### src/hw/rtl/sm3_pkg.sv
package sm3_pkg;

	typedef struct packed {
		logic [31:0] data_word;
		logic [2:0]  byte_count;
		logic        final_word;
	} sm3_in_t;

	typedef struct packed {
		logic [31:0] digest_word;
		logic [2:0]  word_index;
		logic        last_of_digest;
	} sm3_out_t;

	// Item passed from the front to the back: data word, its clamped byte count and final flag
	typedef struct packed {
		logic [31:0] data_word;
		logic [2:0]  byte_count;
		logic        final_word;
	} sm3_cmd_t;

	typedef enum logic [2:0] {
		ST_IDLE,
		ST_BYTE,
		ST_PAD,
		ST_COMP,
		ST_OUT
	} sm3_state_t;

	localparam logic [31:0] TCONST_LO = 32'h79cc4519;
	localparam logic [31:0] TCONST_HI = 32'h7a879d8a;
	localparam logic [7:0]  PAD_BYTE  = 8'h80;
	localparam int          QDEPTH    = 2;

	localparam logic [255:0] INIT_VALUE = {
		32'h7380166f, 32'h4914b2b9, 32'h172442d7, 32'hda8a0600,
		32'ha96f30bc, 32'h163138aa, 32'he38dee4d, 32'hb0fb0e4e};

	function automatic logic [31:0] rotl(input logic [31:0] x, input logic [4:0] n);
		logic [63:0] d;
		d = {x, x} << n;
		return d[63:32];
	endfunction

	function automatic logic [31:0] perm0(input logic [31:0] x);
		return x ^ rotl(x, 5'd9) ^ rotl(x, 5'd17);
	endfunction

	function automatic logic [31:0] perm1(input logic [31:0] x);
		return x ^ rotl(x, 5'd15) ^ rotl(x, 5'd23);
	endfunction

endpackage

### src/hw/rtl/sm3_front.sv
module sm3_front import sm3_pkg::*; (
	input  logic     clk,
	input  logic     arst_n,
	input  logic     in_valid,
	output logic     in_stall,
	input  sm3_in_t  in_data,
	output logic     q_valid,
	input  logic     q_pop,
	output sm3_cmd_t q_data
);

	sm3_cmd_t    mem_q [QDEPTH];
	logic        wr_ptr_q, rd_ptr_q;
	logic [1:0]  cnt_q;
	logic        push;
	sm3_cmd_t    cmd;

	// Clamp oversized byte counts
	always_comb begin
		cmd = in_data;
		if (in_data.byte_count > 3'd4) begin
			cmd.byte_count = 3'd4;
		end
	end

	assign in_stall = (cnt_q == 2'(QDEPTH));
	assign push     = in_valid && !in_stall;
	assign q_valid  = (cnt_q != 2'd0);
	assign q_data   = mem_q[rd_ptr_q];

	always_ff @(posedge clk) begin
		if (push) begin
			mem_q[wr_ptr_q] <= cmd;
		end
	end

	// Queue pointers
	always_ff @(posedge clk or negedge arst_n) begin
		if (!arst_n) begin
			wr_ptr_q <= 1'b0;
			rd_ptr_q <= 1'b0;
			cnt_q    <= 2'd0;
		end else begin
			if (push) wr_ptr_q <= ~wr_ptr_q;
			if (q_pop) rd_ptr_q <= ~rd_ptr_q;
			cnt_q <= cnt_q + 2'(push) - 2'(q_pop);
		end
	end

endmodule

### src/hw/rtl/sm3_back.sv
module sm3_back import sm3_pkg::*; (
	input  logic     clk,
	input  logic     arst_n,
	input  logic     q_valid,
	output logic     q_pop,
	input  sm3_cmd_t q_data,
	output logic     out_valid,
	input  logic     out_stall,
	output sm3_out_t out_data
);

	sm3_state_t  state_q, state_d;
	logic [31:0] blk_q [16];
	logic [31:0] cv_q [8];
	logic [31:0] r_q [8];
	logic [5:0]  fill_q;
	logic [63:0] total_q;
	logic [6:0]  rnd_q;
	logic [2:0]  bidx_q;
	logic [3:0]  padidx_q;
	logic [2:0]  oidx_q;
	sm3_cmd_t    cur_q;

	// Current byte to insert
	logic [7:0]  byte_b;
	logic        byte_go;
	logic [63:0] bits;
	logic        blk_full;

	assign bits     = {total_q[60:0], 3'b000};
	assign blk_full = (fill_q == 6'd63);

	always_comb begin
		byte_b  = 8'd0;
		byte_go = 1'b0;
		case (state_q)
			ST_BYTE: begin
				byte_b  = cur_q.data_word[5'd31 - {bidx_q[1:0], 3'b000} -: 8];
				byte_go = (bidx_q < cur_q.byte_count);
			end
			ST_PAD: begin
				byte_go = 1'b1;
				if (padidx_q == 4'd0) begin
					byte_b = PAD_BYTE;
				end else if (padidx_q == 4'd1) begin
					byte_b = 8'd0;
				end else begin
					byte_b = bits[6'd63 - {padidx_q[2:0] - 3'd2, 3'b000} -: 8];
				end
			end
			default: ;
		endcase
	end

	// Round datapath
	logic [31:0] w_j, w_j4, wnew, tc, a12, s1, s2, fa, fe, t1, t2;
	logic        early;
	assign early = (rnd_q < 7'd16);
	assign w_j   = blk_q[0];
	assign w_j4  = blk_q[4];
	assign wnew  = perm1(blk_q[0] ^ blk_q[7] ^ rotl(blk_q[13], 5'd15))
	               ^ rotl(blk_q[3], 5'd7) ^ blk_q[10];
	assign tc    = early ? TCONST_LO : TCONST_HI;
	assign a12   = rotl(r_q[0], 5'd12);
	assign s1    = rotl(a12 + r_q[4] + rotl(tc, rnd_q[4:0]), 5'd7);
	assign s2    = s1 ^ a12;
	assign fa    = early ? (r_q[0] ^ r_q[1] ^ r_q[2])
	             : ((r_q[0] & r_q[1]) | (r_q[0] & r_q[2]) | (r_q[1] & r_q[2]));
	assign fe    = early ? (r_q[4] ^ r_q[5] ^ r_q[6])
	             : ((r_q[4] & r_q[5]) | (~r_q[4] & r_q[6]));
	assign t1    = fa + r_q[3] + s2 + (w_j ^ w_j4);
	assign t2    = fe + r_q[7] + s1 + w_j;

	// Next state
	always_comb begin
		state_d = state_q;
		case (state_q)
			ST_IDLE: if (q_valid) state_d = ST_BYTE;
			ST_BYTE: begin
				if (byte_go && blk_full) state_d = ST_COMP;
				else if (bidx_q >= cur_q.byte_count || (byte_go && bidx_q == 3'd3))
					state_d = cur_q.final_word ? ST_PAD : ST_IDLE;
			end
			ST_PAD: if (blk_full) state_d = ST_COMP;
			ST_COMP: begin
				if (rnd_q == 7'd63) begin
					if (padidx_q == 4'd10) state_d = ST_OUT;
					else if (padidx_q != 4'd0) state_d = ST_PAD;
					else if (bidx_q > 3'd3 || bidx_q >= cur_q.byte_count)
						state_d = cur_q.final_word ? ST_PAD : ST_IDLE;
					else state_d = ST_BYTE;
				end
			end
			ST_OUT: if (!out_stall && oidx_q == 3'd7) state_d = ST_IDLE;
			default: state_d = ST_IDLE;
		endcase
	end

	// Outputs
	always_comb begin
		q_pop     = (state_q == ST_IDLE) && q_valid;
		out_valid = (state_q == ST_OUT);
		out_data.digest_word    = cv_q[oidx_q];
		out_data.word_index     = oidx_q;
		out_data.last_of_digest = (oidx_q == 3'd7);
	end

	always_ff @(posedge clk or negedge arst_n) begin
		if (!arst_n) state_q <= ST_IDLE;
		else state_q <= state_d;
	end

	// Control counters and chaining value
	always_ff @(posedge clk or negedge arst_n) begin
		if (!arst_n) begin
			fill_q   <= 6'd0;
			total_q  <= 64'd0;
			rnd_q    <= 7'd0;
			bidx_q   <= 3'd0;
			padidx_q <= 4'd0;
			oidx_q   <= 3'd0;
			for (int i = 0; i < 8; i++) cv_q[i] <= INIT_VALUE[255 - 32*i -: 32];
		end else begin
			case (state_q)
				ST_IDLE: begin
					bidx_q   <= 3'd0;
					padidx_q <= 4'd0;
					oidx_q   <= 3'd0;
				end
				ST_BYTE: if (byte_go) begin
					fill_q  <= fill_q + 6'd1;
					total_q <= total_q + 64'd1;
					bidx_q  <= bidx_q + 3'd1;
				end else begin
					bidx_q <= 3'd4;
				end
				ST_PAD: begin
					fill_q <= fill_q + 6'd1;
					// no zero bytes when the marker lands just before the length
					if (padidx_q == 4'd0) padidx_q <= (fill_q == 6'd55) ? 4'd2 : 4'd1;
					else if (padidx_q == 4'd1) begin
						if (fill_q == 6'd55) padidx_q <= 4'd2;
					end else padidx_q <= padidx_q + 4'd1;
				end
				ST_COMP: begin
					rnd_q <= rnd_q + 7'd1;
					// fold in the working registers as they leave the last round
					if (rnd_q == 7'd63) begin
						rnd_q   <= 7'd0;
						cv_q[0] <= cv_q[0] ^ t1;
						cv_q[1] <= cv_q[1] ^ r_q[0];
						cv_q[2] <= cv_q[2] ^ rotl(r_q[1], 5'd9);
						cv_q[3] <= cv_q[3] ^ r_q[2];
						cv_q[4] <= cv_q[4] ^ perm0(t2);
						cv_q[5] <= cv_q[5] ^ r_q[4];
						cv_q[6] <= cv_q[6] ^ rotl(r_q[5], 5'd19);
						cv_q[7] <= cv_q[7] ^ r_q[6];
					end
				end
				ST_OUT: if (!out_stall) begin
					oidx_q <= oidx_q + 3'd1;
					if (oidx_q == 3'd7) begin
						fill_q  <= 6'd0;
						total_q <= 64'd0;
						for (int i = 0; i < 8; i++)
							cv_q[i] <= INIT_VALUE[255 - 32*i -: 32];
					end
				end
				default: ;
			endcase
		end
	end

	// Block buffer (shifts during compression as expansion window), work regs
	always_ff @(posedge clk) begin
		if (state_q == ST_IDLE && q_valid) cur_q <= q_data;
		if (byte_go && (state_q == ST_BYTE || state_q == ST_PAD)) begin
			if (fill_q[1:0] == 2'd0)
				blk_q[fill_q[5:2]] <= {byte_b, 24'd0};
			else
				blk_q[fill_q[5:2]][5'd31 - {fill_q[1:0], 3'b000} -: 8] <= byte_b;
			if (blk_full)
				for (int i = 0; i < 8; i++) r_q[i] <= cv_q[i];
		end
		if (state_q == ST_COMP) begin
			for (int i = 0; i < 15; i++) blk_q[i] <= blk_q[i+1];
			blk_q[15] <= wnew;
			r_q[3] <= r_q[2];
			r_q[2] <= rotl(r_q[1], 5'd9);
			r_q[1] <= r_q[0];
			r_q[0] <= t1;
			r_q[7] <= r_q[6];
			r_q[6] <= rotl(r_q[5], 5'd19);
			r_q[5] <= r_q[4];
			r_q[4] <= perm0(t2);
		end
	end

endmodule

### src/hw/rtl/sm3_hash_engine.sv
// SM3 hash engine, 256-bit digest.
// Input channel in_valid/in_stall/in_data carries big-endian message words,
// each with byte_count leading valid bytes (values above 4 count as 4) and
// final_word marking the end of the message. A transfer on the output channel
// out_valid/out_stall/out_data moves one digest word; eight follow a final word,
// index 0 first, the eighth flagged last_of_digest.
// A two-entry queue parts the input from the byte packer and compression core,
// so up to two words are taken while the core is busy.
// The packer fetches each word from the queue, then inserts its valid bytes
// one per cycle; a short word takes a further step to close. Each full
// 64-byte block is then compressed, one compression round per cycle, and byte
// insertion waits while it runs. Padding runs one byte per cycle, also paused
// by compression. The first digest word is offered in the cycle after the last
// round and each word is held while out_stall is high; no new word leaves the
// queue until the whole digest is taken.
// Reset clears the queue, counters and loads the SM3 initial value; the block
// buffer is not cleared.
module sm3_hash_engine import sm3_pkg::*; (
	input  logic     clk,
	input  logic     arst_n,
	input  logic     in_valid,
	output logic     in_stall,
	input  sm3_in_t  in_data,
	output logic     out_valid,
	input  logic     out_stall,
	output sm3_out_t out_data
);

	logic     q_valid, q_pop;
	sm3_cmd_t q_data;

	sm3_front u_front (
		.clk, .arst_n, .in_valid, .in_stall, .in_data,
		.q_valid, .q_pop, .q_data
	);

	sm3_back u_back (
		.clk, .arst_n, .q_valid, .q_pop, .q_data,
		.out_valid, .out_stall, .out_data
	);

endmodule
### config.mk
export PLATFORM = sky130hd
export DESIGN_NAME = sm3_hash_engine
export DESIGN_NICKNAME = d
export VERILOG_FILES = /design/src/hw/rtl/sm3_pkg.sv /design/src/hw/rtl/sm3_front.sv /design/src/hw/rtl/sm3_back.sv /design/src/hw/rtl/sm3_hash_engine.sv
export SDC_FILE = /design/constraint.sdc
export NUM_CORES = 2
export LEC_CHECK = 0
export BUFFER_PORTS_ARGS = -buffer_cell sky130_fd_sc_hd__clkbuf_2
export CORE_MARGIN = 5
export CORE_UTILIZATION = 64
export CTS_CLUSTER_SIZE = 25
export DETAILED_ROUTE_END_ITERATION = 8
export GPL_TIMING_DRIVEN = 0
export PLACE_DENSITY_LB_ADDON = 0.1
export SYNTH_ARGS = -nofsm -noshare
export SYNTH_HDL_FRONTEND = slang
export SYNTH_HIERARCHICAL = 1
export SYNTH_SLANG_ARGS = --single-unit
### constraint.sdc
create_clock -name clk -period 24.8 [get_ports clk]
set_input_delay 3.72 -clock clk [delete_from_list [all_inputs] [get_ports clk]]
set_output_delay 3.72 -clock clk [all_outputs]
set_load 0.01 [all_outputs]
* Word-level counts from Yosys, hierarchy flattened *
Memory sizes are Yosys's and may differ from the RTL's. A register that Yosys moved wholly into a read port is not among the register bits.
Cells that the tools add are included.

cells by class
  add/subtract/negate cells = 21
  shift-type cells = 5
  reductions and logical operators = 29
  $lt $le $gt $ge = 6
  bitwise logic cells = 74
  eq/ne operators = 21
  mux-type cells = 100

operators with widths
  cell                                                  count
  2-to-1 mux 256 bit                                    3
  bitwise XOR 32 bit                                    22
  case mux 256 bit (2 select lines)                     1
  2-to-1 mux 32 bit                                     15
  adder 32 bit                                          8
  2-to-1 mux 64 bit                                     3
  bitwise AND 32 bit                                    5
  case mux 64 bit (2 select lines)                      1
  binary-select mux 32 bit (select 3 bit)               1
  bitwise OR 32 bit                                     3
  variable part select 71 x 7 -> 8 bit                  1
  adder 64 x 1 -> 64 bit, second input constant         1
  << shifter 64 x 5 -> 64 bit                           1
  2-to-1 mux 1 bit                                      44
  bitwise OR 1 bit                                      40
  variable shift 8 x 7 -> 39 bit, first input constant  1
  variable part select 39 x 6 -> 8 bit                  1
  variable part select 8 x 7 -> 39 bit                  1
  2-to-1 mux 3 bit                                      12
  NOT 32 bit                                            1
  OR reduction 32 bit                                   1
  2-to-1 mux 26 bit                                     1
  2-to-1 mux 6 bit                                      3
  case mux 6 bit (3 select lines)                       1
  other kinds (51)                                      85

storage, ports and cells
  RAM bits = 840
  memories = 3
  output and inout bits = 38
  register bits after elaboration = 350
  logic and storage cells = 277
  input port bits = 40

memories
  name           words  bits a word  rd ports  clocked after Yosys merged registers in  write ports  line             text
  u_back.blk_q   16     32           16        0                                        16           sm3_back.sv:13   logic [31:0] blk_q [16];
  u_back.r_q     8      32           8         0                                        8            sm3_back.sv:15   logic [31:0] r_q [8];
  u_front.mem_q  2      36           1         1                                        1            sm3_front.sv:12  sm3_cmd_t mem_q [QDEPTH];

* Depth between registers and ports, before layout *
An unclocked memory read counts as a cell.

  depth in word-level cells = 13
  depth in mapped cells = 40

* By module *
The synthesis kept the hierarchy.

modules (own cells, without submodules)
  module     instances  cells each  area an instance (µm²)  sequential area each (µm²)
  sm3_back   1          6019        66125.9                 32875.3
  sm3_front  1          132         2957.8                  2262.2

* Worst setup path before layout *
OpenSTA, ideal clock, no wires.

  path kind = register to register
  from = register u_back.bidx_q[0]
  to = memory u_back.r_q[0][0], enable pin
  path slack = 4.247 ns
  data required time = 23.572 ns
  arrival = 19.326 ns
  cell stages (with the launch flop) = 10
  library setup time = 1.228 ns
  path through = dfrtp_1 -> buf_2 -> inv_1 -> ha_1 -> nor2b_1 -> o21ai_0 -> and3_1 -> buf_2 -> nor2_1 -> o21ai_0

RTL lines
  item                    line             text
  from (decl)             sm3_back.sv:19   logic [2:0] bidx_q;
  from (signal assigned)  sm3_back.sv:133  bidx_q <= bidx_q + 3'd1;
  to (decl)               sm3_back.sv:15

==> impl_metrics.ini <==
[die]
start_util = 0.6444
core_mm2 = 0.1072
die_x_um = 338.5
io_pins = 78
die_y_um = 338.5
rows = 120
die-area_mm2 = 0.1146

[critical_path]
crit_top_cell = o21ai_0
worst_ep_required_time_ps = 25280
slowest_stage = a21oi_1
critPathMaxFanout = 13
path_buf_inv = 6
crit_path_start_kind = register
cpLargestDelayFamily = compound AO/OA/AOI/OAI gates
critical_path_class = register to register
crit_path_max_incr_delay_ps = 1100
endpoint_kind = register
worstPathArrival_ps = 15500

[clock_tree]
clock_latency_ps = 790
postCtsHoldBufs = 0
cts_buffers = 135
cts_max_level = 4
clk_pin_slew_ps = 60
cts_setup_buffers = 0
clock_sinks = 1223
cts_root_buf = clkbuf_16
cts_resized = 0
cts_tree = yes
clock_path_buffers = 3

[route]
wl_per_cell_um = 34.44
ant_nets = 0
first_iter_violations = 9011
drc_errors = 0
routed_via_density = 6.924
routed_wl_um = 272800
vias = 54862
drt_pre_antenna_iters = 9

[sta]
drv_slew = 85
setup_violations = 0
worst_pin_slew_ps = 1637
skew_ps = 48.11
rsz0062_at_grt = no
max-slew-margin-rel = -0.09529
fmax_ghz = 0.06658
timing.hold.ws_ps = 501.9
fin_crit_sh = 0.6056
fin_crit_ps = 15020
finalHoldViolCount = 0

[synthesis]
synth-seq-cells = 1223
avgSynthCellArea_um2 = 11.23
async_reset_ff_frac = 0.2837
ys.warnings.count = 6
synth_nets = 6496
ys_seq_area_frac = 0.5086
netlist_area_mm2 = 0.06908
yosysUniqueCellTypes = 102
synthCells = 6151
ys.flop_type = edfxtp_1
synth_edf_count = 876

[place]
dp.final_hpwl_um = 205700
gp_congestion = 1.097
port-buffer-count = 77

[final_layout]
n_fill_cell = 7677
area_growth_pct = 10.34
drive_gt1_frac = 0.1071
multiInputGateArea_mm2 = 0.03144
seqCellArea_mm2 = 0.03514
final_common_cell = nand2_1
final_cell_mix = 885 x nand2_1, 876 x edfxtp_1, 560 x a21o_1
nets = 6734

[global_route]
first_global_vias = 51278
grt_overflow = 0
antenna_found_initial = 17
grt_usage = 0.4681
grt_max_degree = 108
grt_pass1_wl_um = 379700

[status]
violations = max-capacitance violations, max-slew violations
status = finished, violations left

[run]
max-cap-violations = 11

[min_path]
hold_path_class = register to register
-- sequential cells by signal (all words and copies together) (netlist names) --
name / count
u_back/state_q: 3
u_back/fill_q: 6
u_back/cur_q: 36
u_back/r_q: 256
u_front/rd_ptr_q: 1
u_back/cv_q: 256
u_back/padidx_q: 4
u_front/cnt_q: 2
u_back/blk_q: 512
u_back/rnd_q: 7
u_front/wr_ptr_q: 1
u_back/bidx_q: 3
u_back/total_q: 61
u_front/mem_q: 72
u_back/oidx_q: 3
-- kinds of logic (layout without fill, tap and decap cells) --
| logic type | Yosys count | count (layout) | synth area share |
|---|---|---|---|
| buffers and inverters | 657 | 1002 | 0.03749 |
| XOR/XNOR | 579 | 579 | 0.07974 |
| flip-flops | 1223 | 1223 | 0.5086 |
| AO/OA/AOI/OAI | 1467 | 1467 | 0.1373 |
| adder cells (fa/ha/maj) | 305 | 305 | 0.07567 |
| AND/OR/NAND/NOR | 1681 | 1681 | 0.1082 |
| other | 0 | 24 | 0 |
| multiplexers | 239 | 239 | 0.05301 |
-- stage by stage --
step	std cells	area, µm²	setup TNS [ps]	utilization	setup WS, ps
global placement	7631	71220	-1957920	0.6644	-7698
global route	7899	76170	0	0.7105	10010
detailed placement	7652	71640	0	0.6683	10810
floorplan	6151	69080	0	-	4247
finish	7923	76230	0	0.7111	9781
CTS	7896	76070	0	0.7096	10790
-- layer usage --
layer,GRT usage,wire length (µm),vias to the layer above
met5,0.005000,171,-
met4,0.3421,27220,14
met3,0.1892,43050,1148
met2,0.6577,111900,4767
met1,0.5862,90450,26789
li1,-,-,22144
-- cells in the mapped netlist (117+ instances only) --
library cell	count	area (µm²)
dfstp_2	119	3127
a21oi_1	220	1101
ha_1	117	1464
nor2_1	326	1224
o21ai_0	442	2212
nand2_1	885	3322
xnor2_1	302	2645
edfxtp_1	876	26310
and3_1	132	825.8
inv_1	286	1074
clkbuf_1	298	1119
dfrtp_1	228	5705
xor2_1	245	2146
fa_1	188	3764
a21o_1	560	4204
-- worst register-to-register path: cells and delay by family, from the launching register on --
kind | cells | cell delay [ps]
buffers and inverters | 6 | 3070
DFF | 1 | 460
xor gates and xnor gates | 2 | 690
and+or+nand+nor | 4 | 1480
AOI/OAI and AO/OA | 15 | 5460
muxes | 1 | 380
adders and majority gates | 7 | 3220
-- final cells by class --
cell class | instances | share of cell area
Sequential cell | 1223 | 0.4610
Multi-Input combinational cell | 4271 | 0.4125
Clock buffer | 164 | 0.04696
Tap cell | 1403 | 0.02303
Buffer | 369 | 0.01984
Inverter | 288 | 0.01418
Clock inverter | 80 | 0.01116
Timing Repair Buffer | 101 | 0.01059
Antenna cell | 24 | 0.0007879
-- path summary, 6_finish.rpt --
kind	slack, ps	from	depth (start not counted)	end
max reg2reg	9780	u_back/rnd_q[4]$_DFFE_PN0P_	35	u_back/r_q[0][30]$_DFFE_PP_
max in group asynchronous	20340	arst_n	3	u_back/fill_q[0]$_DFFE_PN0P_
min in group asynchronous	2960	arst_n	1	u_back/cv_q[106]$_DFFE_PN0P_
min	500	u_front/cnt_q[1]$_DFF_PN0_	1	u_front/cnt_q[1]$_DFF_PN0_
max	9780	u_back/rnd_q[4]$_DFFE_PN0P_	35	u_back/r_q[0][30]$_DFFE_PP_
min reg2reg	500	u_front/cnt_q[1]$_DFF_PN0_	1	u_front/cnt_q[1]$_DFF_PN0_
Power is left out: the tool's default activity adds up to more than one toggle a clock period on the data nets, which glitch-free logic cannot reach.
